## src/rtl/xvs_pkg.sv

```systemverilog
`timescale 1ns / 1ps
`default_nettype none

package xvs_pkg;

    // Particle store geometry
    localparam int MAX_PARTICLES = 4096;
    localparam int ADDR_W        = $clog2(MAX_PARTICLES);
    localparam int IDX_W         = 12;

    // Datapath widths
    localparam int MUL_W  = 33;
    localparam int PROD_W = 2 * MUL_W;
    localparam int DIVD_W = 47;
    localparam int DIVS_W = 31;
    localparam int SUM_W  = 48;

    // Item kinds
    typedef enum logic [1:0] {
        ACT_STORE = 2'd0,
        ACT_PAIR  = 2'd1,
        ACT_EMPTY = 2'd2,
        ACT_NONE  = 2'd3
    } t_action;

    // Configuration register indexes
    typedef enum logic [1:0] {
        CFG_VISC   = 2'd0,
        CFG_RADIUS = 2'd1,
        CFG_KNORM  = 2'd2
    } t_cfg_reg;

    // Sequencer states
    typedef enum logic [4:0] {
        S_IDLE, S_RDJ, S_CAPJ, S_PREP,
        S_MAX, S_MAY, S_MAZ, S_MH, S_QD,
        S_MQ2, S_MQ3, S_MW, S_WAIT, S_MC,
        S_TX, S_TY, S_TZ, S_ACC,
        S_CMAG, S_CH, S_CL, S_CS, S_CF, S_OUT
    } t_state;

    // One particle record; axis 0 is x
    typedef struct packed {
        logic [2:0][31:0] pos;
        logic [2:0][31:0] vel;
        logic [30:0]      mass;
        logic [31:0]      density;
    } t_rec;

    localparam int REC_W = $bits(t_rec);

    // Clamp an unsigned value to 2^31-1
    function automatic logic [30:0] sat31(input logic [49:0] v);
        return (|v[49:31]) ? {31{1'b1}} : v[30:0];
    endfunction

    // Particle index to store address, modulo store depth
    function automatic logic [ADDR_W-1:0] to_addr(input logic [IDX_W-1:0] idx);
        logic [ADDR_W-1:0] a;
        a = '0;
        for (int b = 0; b < ADDR_W && b < IDX_W; b++) begin
            a[b] = idx[b];
        end
        return a;
    endfunction

endpackage

`default_nettype wire

```

## src/rtl/xvs_mul.sv

```systemverilog
`timescale 1ns / 1ps
`default_nettype none

module xvs_mul (
    input  logic                       i_clk,
    input  logic                       i_en,
    input  logic [xvs_pkg::MUL_W-1:0]  i_a,
    input  logic [xvs_pkg::MUL_W-1:0]  i_b,
    output logic [xvs_pkg::PROD_W-1:0] o_p
);

    import xvs_pkg::*;

    logic [PROD_W-1:0] r_p;

    // Shared unsigned multiplier, product held while idle
    always_ff @(posedge i_clk) begin
        if (i_en) begin
            r_p <= PROD_W'(i_a) * PROD_W'(i_b);
        end
    end

    assign o_p = r_p;

endmodule

`default_nettype wire

```

## config.mk

```make
export PLATFORM = sky130hd
export DESIGN_NAME = xvs_mul
export DESIGN_NICKNAME = d
export VERILOG_FILES = /design/src/rtl/xvs_pkg.sv /design/src/rtl/xvs_mul.sv
export SDC_FILE = /design/constraint.sdc
export NUM_CORES = 2
export LEC_CHECK = 0
export BUFFER_PORTS_ARGS = -buffer_cell sky130_fd_sc_hd__buf_2
export CAP_MARGIN = 10
export CORE_MARGIN = 5
export CORE_UTILIZATION = 45
export DETAILED_ROUTE_END_ITERATION = 8
export SLEW_MARGIN = 20
export SYNTH_ARGS = -nofsm -noshare
export SYNTH_HDL_FRONTEND = slang
export SYNTH_SLANG_ARGS = --single-unit
```

## constraint.sdc

```tcl
create_clock -name i_clk -period 13.85 [get_ports i_clk]
set_clock_uncertainty 0.15 [all_clocks]
set_input_delay 0 -clock i_clk [delete_from_list [all_inputs] [get_ports i_clk]]
set_output_delay 0 -clock i_clk [all_outputs]
set_load 0.03 [all_outputs]
```

; ---- Word-level counts from Yosys, hierarchy flattened
; Index checks and enable logic that the tools add are counted.
[word_totals]
elab_cells = 2
ff_bits = 66
in_bits = 68
[classes]
n_mul = 1
[op_table]
columns = cell, count
row1 = multiplier 33 x 33 -> 66 bit, 1

; ---- Logic depth before layout (Yosys ltp)
[logic_depth]
word_depth = 1
ltp_mapped = 30
ltp_nobuf = 28

; ---- Least setup slack after synthesis
; Ideal clock, no wire load.
[synth_path]
path_type = input to register
from = in i_b[0] (netlist bit)
to = reg r_p[58], in the netlist o_p[58], data pin
t_arrival_ps = 6966
setup_time_ps = 261
cell_stages = 28
path_slack_ps = 6474
path_cell_list = clkbuf_1 and2_1 fa_1 inv_1 fa_1 inv_1 fa_1 inv_1 fa_1 inv_1 fa_1 fa_1 fa_1 inv_1 fa_1 inv_1 ha_1 buf_2 nand2_1 or4_1 or3_1 o22ai_1 o211a_1 o21ai_2 nand3b_4 o31a_1 o21ai_2 xor2_1
[synth_via]
elab_chain_cells = 1
[synth_lines]
columns = item, line
row1 = start: declaration, xvs_mul.sv:8  ; input logic [xvs_pkg::MUL_W-1:0] i_b,
row2 = multiplier 33 x 33 -> 66 bit, xvs_mul.sv:19  ; r_p <= PROD_W'(i_a) * PROD_W'(i_b);
row3 = end signal: assignment, xvs_mul.sv:19
row4 = end: declaration, xvs_mul.sv:14  ; logic [PROD_W-1:0] r_p;
; Every way passes these cells.
; A chain may end at the register's enable or synchronous reset.

; ---- Final worst setup path
[layout_path]
from = in i_a[28] (netlist bit)
to = reg r_p[64], in the netlist o_p[64], data pin
[layout_via]
elab_chain_cells = 1
[layout_lines]
columns = item, line
row1 = start: declaration, xvs_mul.sv:7  ; input logic [xvs_pkg::MUL_W-1:0] i_a,
row2 = multiplier 33 x 33 -> 66 bit, xvs_mul.sv:19
; Every way passes these cells.

==> key figures <==
Status
  – Status: finished, final reports clean

Worst hold path
  – Worst min path class: primary input to flop
  – Hold endpoint: o_p[0]$_DFFE_PP_
  – Hold Path Depth: 2
  – Min-delay src: i_b[0]

Drt
  – Antenna viol nets, final: 0
  – DRT iter0 DRCs: 1294
  – WL per Instance: a little under 20 µm
  – Via-to-Cell Ratio: 5.17
  – DR vias: 26257
  – Pre-Repair DR Iteration Count: 6
  – Routed WL: 100000 µm
  – DR DRC count: 0

STA
  – Tmin final: approximately 8000 ps
  – Setup violations, final: 0
  – Setup ws final: ~5600 ps
  – Slew margin rel.: approximately two fifths
  – Slew Viols, Final: 0
  – Least-Margin Pin Slew: 909 ps
  – Fin Setup TNS: 0 ps
  – Achievable Freq: approximately 0.12 GHz
  – RSZ-0062 raised after global routing: false
  – Final Hold Vio Count: 0
  – Final worst-path cycle share: about three fifths

CTS
  – Bufs on Longest Clock Path: 2
  – CTS Hold Bufs: 1
  – Clock buffer count from CTS: 9
  – Sink Count: 66
  – # H-tree levels: 3
  – Clock Pin Slew Worst Setup and Hold Paths: roughly 60 ps
  – Root Driver: clkbuf_16
  – Setup Buffers After CTS: 0
  – CTS tree: built
  – PostCTS Resize Cnt: 0

Die
  – Die Ht: roughly 300 µm
  – Std cell rows: roughly 110
  – # IOs: 134
  – Initial Utilization: a little under half
  – Core area: approximately 82000 µm²
  – Die area: slightly below 90000 µm²
  – Chip Width: 298 µm

Synthesis
  – Yosys cell types: between 50 and 60
  – Synth area leaders: fa_1, inv_1, and2_1
  – Asr flop ratio synth: 0%
  – Syn_nets: about 5300
  – Synth top area share: around half
  – Seq/Total Area, Yosys: between 5 and 6%
  – Synthesized area: about 37000 µm²
  – Seq cells post-synth: 66
  – Syn_area_per_cell: roughly 9.2 µm²
  – Ys flop type: edfxtp_1
  – Yosys top cell by area: fa_1
  – YS warnings: 0
  – Cells after Synth: 4048
  – Post-synth EDFFs: 66

GRT
  – First-pass GRT wire length: 161000 µm
  – Largest net degree at the start of global routing: 65
  – Initial antenna violation count: 4
  – Congestion Overflow GR: 0
  – Overall global routing resource usage: 23.2%
  – Number of global-route vias before repair: 29099

Placement
  – PortBufs: approximately 130
  – Placer Congestion: just under 0.9
  – HPWL Detailed: 80000 µm
  – Setup WS pre-CTS: around 5400 ps

Layout
  – Number of flip-flops under the largest register name: 66
  – Most frequent cells in the layout: inv_1, fa_1, and2_1
  – Final net count: between 5000 and 6000
  – Fillers: 7934
  – Area Overhead vs Synth: 4.56%
  – Most common cell after layout, fill and taps aside: inv_1
  – Fraction of layout cells with a size suffix above 1: approximately 4.4%

Critical path
  – Worst path required time: approximately 14000 ps
  – Crit Path Max Fanout: 33
  – Worst setup SP type: primary input
  – Worst Setup Path Type: primary input to flop
  – Arrival @ worst endpoint: around 8000 ps
  – Crit. End Element: flop

Job
  – Max Cap Viol: 0
-- synth_stat cells (2+ instances only) --
| cell type | n |
|---|---|
| clkbuf_1 | 209 |
| and2_1 | 574 |
| edfxtp_1 | 66 |
| o211ai_1 | 2 |
| a21boi_1 | 3 |
| xor2_1 | 24 |
| ha_1 | 265 |
| buf_2 | 2 |
| o21ai_0 | 15 |
| a211oi_1 | 5 |
| nand2_1 | 567 |
| o21ai_1 | 23 |
| o31a_1 | 2 |
| inv_1 | 1048 |
| nand2b_1 | 2 |
| a221oi_1 | 2 |
| or3_1 | 2 |
| a211o_1 | 2 |
| and4_1 | 4 |
| o21a_1 | 7 |
| xnor2_1 | 41 |
| o21ai_2 | 2 |
| nor2b_1 | 6 |
| nor4_1 | 2 |
| and3_1 | 7 |
| nor2_1 | 33 |
| fa_1 | 958 |
| a31oi_1 | 6 |
| a21o_1 | 31 |
| o21bai_1 | 8 |
| nand3_1 | 10 |
| a31o_1 | 2 |
| nand4_1 | 16 |
| o41ai_1 | 2 |
| o31ai_1 | 3 |
| a21oi_1 | 73 |
| nor3_1 | 4 |
-- logic make-up (layout without fill, tap and decap cells) --
family / after synthesis / in the layout / synth area share [%]
buf+inv: 1260 / 1220 / 12.7
other cells: 0 / 2 / 0
simple gates: 1233 / 1233 / 16.7
fa+ha+maj: 1223 / 1223 / 60.4
compound gates: 201 / 201 / 3.39
flops: 66 / 66 / 5.32
xor+xnor: 65 / 65 / 1.53
-- critical path, stage by stage --
cell and delay [ps]:
buf_2 610, nand2_1 170, fa_1 580, inv_1 50
fa_1 450, fa_1 490, inv_1 130, fa_1 560
inv_1 50, fa_1 480, fa_1 500, fa_1 630
inv_1 90, fa_1 490, inv_1 40, ha_1 370
nand2_1 160, nor4b_1 540, and4_1 260, a32o_1 240
o21ai_1 140, nand2_1 190, a21oi_1 120, and3b_1 240
o41ai_1 430, xor2_1 110
-- metrics by stage --
stage	hold WS, ps	utilization (%)	cells	area, µm²
finish	241	47.5	5080	39000
global route	240	47.5	5079	39000
detailed placement	86.2	47.1	5062	38600
global placement	84.2	47.1	5062	38600
floorplan	-37.5	-	4048	37300
CTS	207	47.4	5078	39000
-- per-layer routing --
metal,share of wire [%],vias up,global-route usage (%)
met3,4.6,222,2.50
met5,0.020,-,0
met4,6.0,4,11.0
met1,39,13714,28.9
li1,-,11490,-
met2,51,827,40.4
-- cell type report --
cell class / count / area [µm²] / area share (%)
well taps: 1070 / 1340 / 3.44
inverters: 1049 / 3940 / 10.1
diodes: 2 / 5.00 / 0.0128
multi-input cells: 2722 / 30600 / 78.4
flip-flops and latches: 66 / 1980 / 5.09
clock buffers: 10 / 229 / 0.588
repair buffers: 156 / 841 / 2.16
clock inverters: 5 / 80.1 / 0.206
-- how the worst max path moves through the flow --
| stage | slack (ps) | endpoint | cells after the start | start |
|---|---|---|---|---|
| after floorplan | 6470 | o_p[58]$_DFFE_PP_ | 28 | i_b[0] |
| after global placement | 5450 | o_p[64]$_DFFE_PP_ | 24 | i_b[10] |
| after detailed placement | 5380 | o_p[64]$_DFFE_PP_ | 24 | i_a[21] |
| after CTS | 5730 | o_p[64]$_DFFE_PP_ | 24 | i_b[10] |
| after global routing | 5290 | o_p[64]$_DFFE_PP_ | 24 | i_b[10] |
| final | 5620 | o_p[64]$_DFFE_PP_ | 26 | i_a[28] |
Power is not shown: default switching activity piles up to over one toggle a cycle in this logic, so the estimate is an artifact.
