===== config.mk =====
export PLATFORM = sky130hd
export DESIGN_NAME = xvs_div
export DESIGN_NICKNAME = d
export VERILOG_FILES = /design/src/rtl/xvs_pkg.sv /design/src/rtl/xvs_div.sv
export SDC_FILE = /design/constraint.sdc
export NUM_CORES = 1
export LEC_CHECK = 0
export BUFFER_PORTS_ARGS = -buffer_cell sky130_fd_sc_hd__buf_2
export CORE_MARGIN = 4
export CORE_UTILIZATION = 62
export CTS_CLUSTER_DIAMETER = 200
export CTS_CLUSTER_SIZE = 24
export DETAILED_ROUTE_END_ITERATION = 8
export PLACE_DENSITY = 0.9
export SLEW_MARGIN = 0
export SYNTH_ARGS = -nofsm -noshare
export SYNTH_HDL_FRONTEND = slang
export SYNTH_SLANG_ARGS = --single-unit

===== constraint.sdc =====
create_clock -name i_clk -period 5.89 [get_ports i_clk]
set_input_delay 1.767 -clock i_clk [delete_from_list [all_inputs] [get_ports i_clk]]
set_output_delay 1.767 -clock i_clk [all_outputs]
set_load 0.05 [all_outputs]

===== src/rtl/xvs_pkg.sv =====
`timescale 1ns / 1ps
`default_nettype none

package xvs_pkg;

    // Particle store geometry
    localparam int MAX_PARTICLES = 4096;
    localparam int ADDR_W        = $clog2(MAX_PARTICLES);
    localparam int IDX_W         = 12;

    // Datapath widths
    localparam int MUL_W  = 33;
    localparam int PROD_W = 2 * MUL_W;
    localparam int DIVD_W = 47;
    localparam int DIVS_W = 31;
    localparam int SUM_W  = 48;

    // Item kinds
    typedef enum logic [1:0] {
        ACT_STORE = 2'd0,
        ACT_PAIR  = 2'd1,
        ACT_EMPTY = 2'd2,
        ACT_NONE  = 2'd3
    } t_action;

    // Configuration register indexes
    typedef enum logic [1:0] {
        CFG_VISC   = 2'd0,
        CFG_RADIUS = 2'd1,
        CFG_KNORM  = 2'd2
    } t_cfg_reg;

    // Sequencer states
    typedef enum logic [4:0] {
        S_IDLE, S_RDJ, S_CAPJ, S_PREP,
        S_MAX, S_MAY, S_MAZ, S_MH, S_QD,
        S_MQ2, S_MQ3, S_MW, S_WAIT, S_MC,
        S_TX, S_TY, S_TZ, S_ACC,
        S_CMAG, S_CH, S_CL, S_CS, S_CF, S_OUT
    } t_state;

    // One particle record; axis 0 is x
    typedef struct packed {
        logic [2:0][31:0] pos;
        logic [2:0][31:0] vel;
        logic [30:0]      mass;
        logic [31:0]      density;
    } t_rec;

    localparam int REC_W = $bits(t_rec);

    // Clamp an unsigned value to 2^31-1
    function automatic logic [30:0] sat31(input logic [49:0] v);
        return (|v[49:31]) ? {31{1'b1}} : v[30:0];
    endfunction

    // Particle index to store address, modulo store depth
    function automatic logic [ADDR_W-1:0] to_addr(input logic [IDX_W-1:0] idx);
        logic [ADDR_W-1:0] a;
        a = '0;
        for (int b = 0; b < ADDR_W && b < IDX_W; b++) begin
            a[b] = idx[b];
        end
        return a;
    endfunction

endpackage

`default_nettype wire


===== src/rtl/xvs_div.sv =====
`timescale 1ns / 1ps
`default_nettype none

module xvs_div (
    input  logic                      i_clk,
    input  logic                      i_rst_n,
    input  logic                      i_start,
    input  logic [xvs_pkg::DIVD_W-1:0] i_dividend,
    input  logic [xvs_pkg::DIVS_W-1:0] i_divisor,
    output logic                      o_busy,
    output logic [30:0]               o_quot
);

    import xvs_pkg::*;

    localparam int DIV_STEPS = DIVD_W;
    localparam int CNT_W     = $clog2(DIV_STEPS);

    logic              r_busy;
    logic [CNT_W-1:0]  r_cnt;
    logic [DIVS_W:0]   r_rem;
    logic [DIVD_W-1:0] r_quo;
    logic [DIVS_W-1:0] r_dvs;

    logic [DIVS_W+1:0] rem2;
    logic              ge;

    // One restoring step: shift in next dividend bit, trial subtract
    always_comb begin
        rem2 = {r_rem, r_quo[DIVD_W-1]};
        ge   = (rem2 >= {2'b00, r_dvs});
    end

    always_ff @(posedge i_clk) begin
        if (!i_rst_n) begin
            r_busy <= 1'b0;
            r_cnt  <= '0;
        end else if (i_start) begin
            r_busy <= 1'b1;
            r_cnt  <= CNT_W'(DIV_STEPS - 1);
        end else if (r_busy) begin
            r_cnt <= r_cnt - 1'b1;
            if (r_cnt == '0) begin
                r_busy <= 1'b0;
            end
        end
    end

    // Remainder and quotient share one shift register pass
    always_ff @(posedge i_clk) begin
        if (i_start) begin
            r_rem <= '0;
            r_quo <= i_dividend;
            r_dvs <= i_divisor;
        end else if (r_busy) begin
            r_rem <= ge ? (DIVS_W+1)'(rem2 - {2'b00, r_dvs}) : rem2[DIVS_W:0];
            r_quo <= {r_quo[DIVD_W-2:0], ge};
        end
    end

    assign o_busy = r_busy;
    assign o_quot = sat31(50'(r_quo));

endmodule

`default_nettype wire


Word level (Yosys, flattened, before mapping)
Cells that the tools add are included.

Input bits: 81. Register bits after elaboration: 117. Output and inout bits: 32.

$add $sub $neg: 2. Multiplexer cells: 9. Bitwise operators: 1. Reduce and logical (&&, ||, !) cells: 4. Magnitude comparators: 1.

Operators by type and width (number): 47-bit two-way mux (2); 33-bit by 31-bit >= comparator with 1-bit output (1); 32-bit two-way mux (1); 32-bit by 31-bit subtractor with 32-bit output (1); 31-bit two-way mux (1); 16-bit OR reduction (1); 6-bit two-way mux (2); 6-bit logical NOT (1); 6-bit by 1-bit subtractor with 6-bit output (second input constant) (1); 1-bit two-way mux (3); 2-bit nonzero test (1); 2-bit OR reduction (1); 1-bit inverter (1).

Longest topological paths before layout
Gate-level depths: netlist of the first run.

Depth in word-level cells: 4. Gate-level depth with buffers: 13. Depth with buffers taken out: 12.

Worst setup path before layout of the first run
Ideal clock, no wire load.

Path kind: input port to flip-flop. Start point: input i_start. End point: register r_quo[0] (enable). Library setup time: 0.405 ns. Data arrival time: 3.111 ns. Stages: 3. Setup slack: 2.373 ns. Required time: 5.485 ns. Buffers on the path: 1. Cells stage by stage: buf_6 > clkinv_1 > nand2_1.

Longest elaborated chain between the ends: 1.

Ends and longest elaborated chain: start, declared (line xvs_div.sv:7) `input logic i_start,`; 2-bit nonzero test (no line); end signal, assigned (line xvs_div.sv:53) `r_quo <= i_dividend;`; end signal, assigned (line xvs_div.sv:57) `r_quo <= {r_quo[DIVD_W-2:0], ge};`; end, declared (line xvs_div.sv:22) `logic [DIVD_W-1:0] r_quo;`.

No other way between the ends. A chain may end at the register's enable or synchronous reset.

Worst setup path after layout of the first run
Start point: register r_quo[42]. End point: output o_quot[8].

Longest elaborated chain between the ends: 2.

Ends and longest elaborated chain: 16-bit OR reduction (line xvs_pkg.sv:54) `return (|v[49:31]) ? {31{1'b1}} : v[30:0];`; 31-bit two-way mux (line xvs_pkg.sv:54); end, declared (line xvs_div.sv:11) `output logic [30:0] o_quot`.

No other way between the ends.

==> metrics.txt, run 1 <==
status=finished, final reports clean; first-pass GRT wire length=25.0 mm; number of max-slew violations in the final report=0; buffers added on ports=112; largest net degree at the start of global routing=78; Finished Cell Area=8010 µm²; Metal-1 WL=6.43 mm; synthesized flop and latch total=117; clock latency on the worst-skew pair=0.53 ns; worst vdd ir=0.233 mV; Peak Freq=0.209 GHz; drt total wl=15.5 mm; cell breakdown of the critical path=nor4_1, nand4_1, or2_2, buf_2; Distinct cells, synth=72; async set-reset flop share out of synthesis=0; CTS buffer count=17; Setup WS pre-CTS=1.77 ns; CP max stage delay=0.79 ns; critical path's slowest cell=nand4_1; WP buf/inv=1; placed inst area=7400 µm²; ANT cells=0; CP endpoint kind=output port; WL/cell=17.5 µm; startpoint types=register; final setup margin=1.10 ns; register area share after synthesis=0.454; Hold WC Path Type=register to register; slew margin rel.=0.273; clk slew on worst S/H paths=0.06 ns; Fillers=693; Leak Pwr=3.38 nW; mapped cell area=6880 µm²; metal2 WL=7.87 mm; area growth from synthesis to layout=16.5%; CTS tree=done; CTS hold repair buffers=0; Fin Setup TNS=0 ns; hold slack=0.496 ns; CTS Buffer Depth=2; Worst EP required=4.12 ns; worst-margin pin slew=1.09 ns; Crit Path Class=register to output port; H-tree lvl count=4; Initial Utilization=0.634; via density per instance=5.91; crit path DAT=3.02 ns; Synth Area per Inst=10.9 µm²; post-DP HPWL=10.6 mm; final hold vios=0; vias in the first global route=5297; period utilisation layout=0.813; Most used DFF post-synth=edfxtp_1; Final Critical Period=4.79 ns; delay-heaviest family, CP=simple AND/OR/NAND/NOR gates; Syn. warnings=0; clk_skew=0.0134 ns; Worst R2R Setup Slack=2.40 ns; Nets=850; Rows=38; syn nets=748; GR Overflow Total=0; Crit. path cell count=4; DRC Markers=0; RSZ-0062 raised after global routing=no; Post-Synthesis Cells=633; # Post-CTS Setup Buffers=0; I/O pins=113; routability cong.=0.899; Root Driver=clkbuf_8; Reg2Reg Depth=12; Initial DRC Count=390; maxcap violations=0; met3 wire len=797 µm; full die area=12800 µm²; Final ANT Viol Nets=0; Die W=113 µm; final core utilization=0.739; Top Layer Used=met4; cells resized by post-CTS repair=0; Global Route Usage Sum=0.244; number of flops mapped to enable cells by yosys=78; PwrDens=333 nW/µm²; Die Y=113 µm; hold path cells=2; vias=5244; CP Max Fanout=31; share of layout cells above drive strength 1=0.325; initial antenna violation count=0; CTS sink count=117; final setup vio count=0; router iterations before antenna repair=8; Std-Cell Core Area=10800 µm²
layout make-up:
type | count | area, µm² | area share
Timing Repair Buffer | 115 | 586 | 0.0731
Clock inverter | 12 | 176 | 0.0220
Tap cell | 140 | 175 | 0.0219
Clock buffer | 20 | 435 | 0.0544
Sequential cell | 117 | 3120 | 0.390
Multi-Input combinational cell | 441 | 3350 | 0.418
Inverter | 43 | 161 | 0.0202
registers in the layout, indices dropped and copies added, names as in the netlist:
name and flops:
o_busy 1, r_cnt 6, r_rem 32, r_quo 47, r_dvs 31
synth_stat cells (11+ instances only):
| master | instances | area share |
|---|---|---|
| ha_1 | 33 | 0.060 |
| a21o_1 | 13 | 0.014 |
| inv_1 | 42 | 0.023 |
| nor2_1 | 49 | 0.027 |
| nand3_1 | 11 | 0.0080 |
| clkbuf_1 | 16 | 0.0087 |
| a211oi_1 | 29 | 0.032 |
| a21oi_1 | 25 | 0.018 |
| mux2i_1 | 22 | 0.032 |
| edfxtp_1 | 78 | 0.34 |
| mux2_2 | 47 | 0.077 |
| xor2_1 | 14 | 0.018 |
| or2_2 | 32 | 0.029 |
| o21ai_0 | 14 | 0.010 |
| nand2_1 | 30 | 0.016 |
| xnor2_1 | 19 | 0.024 |
| dfxtp_1 | 39 | 0.11 |
path summary, 6_finish.rpt:
kind,to,from
setup / recovery,o_quot[8],r_quo[42]
hold / removal,r_rem[30],r_rem[30]
setup reg to reg,r_rem[11],r_dvs[14]
hold reg to reg,r_rem[30],r_rem[30]
worst register-to-register path: stages (launching register included):
cell,delay (ns)
edfxtp_1,0.34
inv_1,0.08
ha_1,0.40
a21oi_1,0.11
o21ai_1,0.23
nor2_1,0.10
and3_1,0.22
a211oi_4,0.32
nor3_4,0.09
o21bai_4,0.55
buf_4,0.46
mux2i_1,0.32
a211oi_1,0.11
kinds of logic after synthesis:
kind of cell / count (synthesis) / share of synthesized area
fa+ha+maj: 34 / 0.0630
simple gates: 176 / 0.137
compound gates: 129 / 0.136
mux: 69 / 0.109
buf+inv: 75 / 0.0588
xor+xnor: 33 / 0.0420
flops: 117 / 0.454
layout by cell type (no fill, tap or decap), types with 6 or more instances in the layout:
| cell type | count |
|---|---|
| nand2_1 | 29 |
| xor2_1 | 14 |
| nor2_1 | 49 |
| a21oi_1 | 25 |
| buf_2 | 111 |
| xnor2_1 | 19 |
| o21a_1 | 6 |
| clkbuf_16 | 16 |
| inv_1 | 42 |
| mux2i_1 | 22 |
| ha_1 | 33 |
| and3_2 | 6 |
| a21o_1 | 13 |
| dfxtp_1 | 38 |
| a31oi_1 | 6 |
| nor4_1 | 9 |
| o21ai_0 | 14 |
| edfxtp_1 | 78 |
| or2_2 | 32 |
| nor3_1 | 9 |
| a211oi_1 | 29 |
| nand3_1 | 11 |
| mux2_2 | 47 |
power breakdown:
part           leakage (nW)  switching (mW)  internal (mW)  total [mW]
logic                  1.98           0.323          0.250       0.573
clock network         0.298           0.373          0.700        1.07
registers              1.10          0.0506          0.972        1.02
total                  3.38           0.747           1.92        2.67
through the flow:
step | power [mW] | instances
4_1_cts | 2.68 | 888
3_3_place_gp | 1.57 | 856
3_5_place_dp | 1.59 | 856
2_1_floorplan | 1.49 | 633
5_1_grt | 2.78 | 888
6_report | 2.67 | 888
per-layer routing:
layer | GRT usage | vias up
li1 | - | 2523
met1 | 0.295 | 2498
met2 | 0.416 | 185
met3 | 0.0572 | 38
met4 | 0.108 | 0
met5 | 0 | -
(Power assumes the default switching activity.)
==> run 2, diff against run 1 <==
Settings changed: CORE_UTILIZATION 62 to 52, PLACE_DENSITY 0.9 to 0.8.
Clock period 5.89 ns to 4.2 ns, I/O delays scaled along.
==> metrics.txt, run 2 (same netlist as run 1, synthesis figures left out) <==
status=finished, final reports clean (unchanged); critical path's slowest cell=o21bai_4 (was nand4_1); area growth from synthesis to layout=16.5% (about the same); Leak Pwr=3.36 nW (was 3.38 nW); share of layout cells above drive strength 1=0.329 (was 0.325); Largest regs=r_quo x47, r_rem x32, r_dvs x31 (unchanged); clk_skew=0.0111 ns (was 0.0134 ns); Comb power frac=0.220 (was 0.215); H-tree lvl count=4 (unchanged); HP Start=r_rem[15] (was r_rem[30]); CP Max Fanout=26 (was 31); # Post-CTS Setup Buffers=0 (unchanged); Root Driver=clkbuf_16 (was clkbuf_8); CTS buffer count=17 (unchanged); Die Y=123 µm (was 113 µm); CTS tree=done (unchanged); Initial DRC Count=308 (was 390); most flop-heavy register=r_quo (unchanged); slew margin rel.=0.435 (was 0.273); crit path DAT=3.68 ns (was 3.02 ns); Fin Setup TNS=0 ns (unchanged); Cell Int Power=2.48 mW (was 1.92 mW); CP max stage delay=0.70 ns (was 0.79 ns); PwrDens=442 nW/µm² (was 333 nW/µm²); cell breakdown of the critical path=inv_1, ha_1, nand2_1, nor2_2, and3_1, a22oi_4, a211oi_4, nor3_4, o21bai_4, buf_4, mux2i_1, a211oi_1 (was nor4_1, nand4_1, or2_2, buf_2); commonest cells after routing, fill and taps aside=111 x buf_2, 78 x edfxtp_1, 49 x nor2_1 (unchanged); initial antenna violation count=0 (unchanged); router iterations before antenna repair=5 (was 8); Worst EP required=4.47 ns (was 4.12 ns); number of max-slew violations in the final report=0 (unchanged); Post-Layout Cell Count=923 (was 888); startpoint types=register (unchanged); Final ANT Viol Nets=0 (unchanged); Final Total Pwr=3.54 mW (was 2.67 mW); first-pass GRT wire length=24.2 mm (was 25.0 mm); CTS Buffer Depth=2 (unchanged); via density per instance=5.60 (was 5.91); GR Overflow Total=0 (unchanged); WP buf/inv=2 (was 1); WL/cell=16.2 µm (was 17.5 µm); commonest non-fill, non-tap cell in the layout=buf_2 (unchanged); clk slew on worst S/H paths=0.06 ns (about the same); Sw Share=0.300 (was 0.280); Hold EP=r_rem[15] (was r_rem[30]); post-DP HPWL=10.5 mm (was 10.6 mm); RSZ-0062 raised after global routing=no (unchanged); Worst R2R Setup Slack=0.79 ns (was 2.40 ns); Switching Power=1.06 mW (was 747 µW); Initial Utilization=0.538 (was 0.634); Std-Cell Core Area=12800 µm² (was 10800 µm²); sequential share of power=0.406 (was 0.383); maxcap violations=0 (unchanged); worst vdd ir=0.394 mV (was 0.233 mV); Reg2Reg Depth=12 (unchanged); max reg flops=47 (unchanged); CTS hold repair buffers=0 (unchanged); I/O pins=113 (unchanged); final hold vios=0 (unchanged); delay-heaviest family, CP=compound AO/OA/AOI/OAI gates (was simple AND/OR/NAND/NOR gates); Global Route Usage Sum=0.201 (was 0.244); Hold WC Path Type=register to register (unchanged); CP endpoint kind=register (was output port); vias in the first global route=5134 (was 5297); DRC Markers=0 (unchanged); CTS sink count=117 (unchanged); routability cong.=0.931 (was 0.899); full die area=15100 µm² (was 12800 µm²); final setup vio count=0 (unchanged); worst reg2reg path endpoint=r_rem[3] (was r_rem[11]); clock latency on the worst-skew pair=0.42 ns (was 0.53 ns); Crit Path Class=register to register (was register to output port); worst-margin pin slew=0.845 ns (was 1.09 ns); hold slack=0.506 ns (was 0.496 ns); vias=5172 (was 5244); Clk pwr share=0.375 (was 0.402); Rows=41 (was 38); cells resized by post-CTS repair=0 (unchanged); Nets=852 (was 850); placed insts=890 (was 856); buffers added on ports=112 (unchanged); FF/Latch Area=3120 µm² (unchanged); Crit Reg-Reg Startpoint=r_dvs[10] (was r_dvs[14]); largest net degree at the start of global routing=113 (was 78); multi-input logic area=3350 µm² (unchanged); Die W=123 µm (was 113 µm); hold path cells=2 (unchanged); drt total wl=14.9 mm (was 15.5 mm); Fillers=1049 (was 693); period utilisation layout=0.812; Final Critical Period=3.41 ns; Peak Freq=0.293 GHz
[run 2: power by group through the flow]
stage / clock network [mW] / logic [mW] / registers (mW)
after floorplan: 0 / 0.656 / 1.43
after global placement: 0 / 0.749 / 1.45
after detailed placement: 0 / 0.771 / 1.46
after CTS: 1.35 / 0.776 / 1.44
after global routing: 1.40 / 0.868 / 1.45
final: 1.33 / 0.778 / 1.44
[run 2: final cells by class]
| type | count | share of cell area |
|---|---|---|
| tap | 172 | 0.0269 |
| inverter | 43 | 0.0201 |
| antenna | 1 | 0.000312 |
| sequential | 117 | 0.390 |
| clock buffer | 17 | 0.0531 |
| multi-input combinational | 441 | 0.418 |
| clock inverter | 15 | 0.0150 |
| timing repair buffer | 117 | 0.0765 |
[run 2: per-layer routing]
metal | GRT usage | part of all wire | vias up | wire length, µm
li1 | - | - | 2533 | -
met5 | 0 | 0 | - | 0
met4 | 0.0692 | 0.013 | 0 | 201
met1 | 0.262 | 0.43 | 2484 | 6470
met2 | 0.327 | 0.50 | 136 | 7450
met3 | 0.0526 | 0.054 | 19 | 801
[run 2: worst max-delay path by stage]
stage	cells after the start	startpoint	end
final	12	r_dvs[10]	r_rem[3]
after global routing	12	r_dvs[15]	r_rem[5]
after CTS	12	r_dvs[10]	r_rem[3]
after detailed placement	12	r_dvs[10]	r_rem[3]
after global placement	12	r_dvs[15]	r_rem[6]
after floorplan	3	i_start	r_quo[0]
[run 2: tightest hold or removal path: stages, from the launching register on]
cell	delay, ns
dfxtp_1	0.32
nor2_1	0.08
a211oi_1	0.05
[run 2: stage by stage]
step	util	worst slack, ns	instance area [µm²]
floorplan	-	1.19	6880
global placement	0.584	0.925	7460
detailed placement	0.584	0.814	7460
CTS	0.627	0.793	8010
global route	0.627	0.473	8010
finish	0.627	0.790	8010
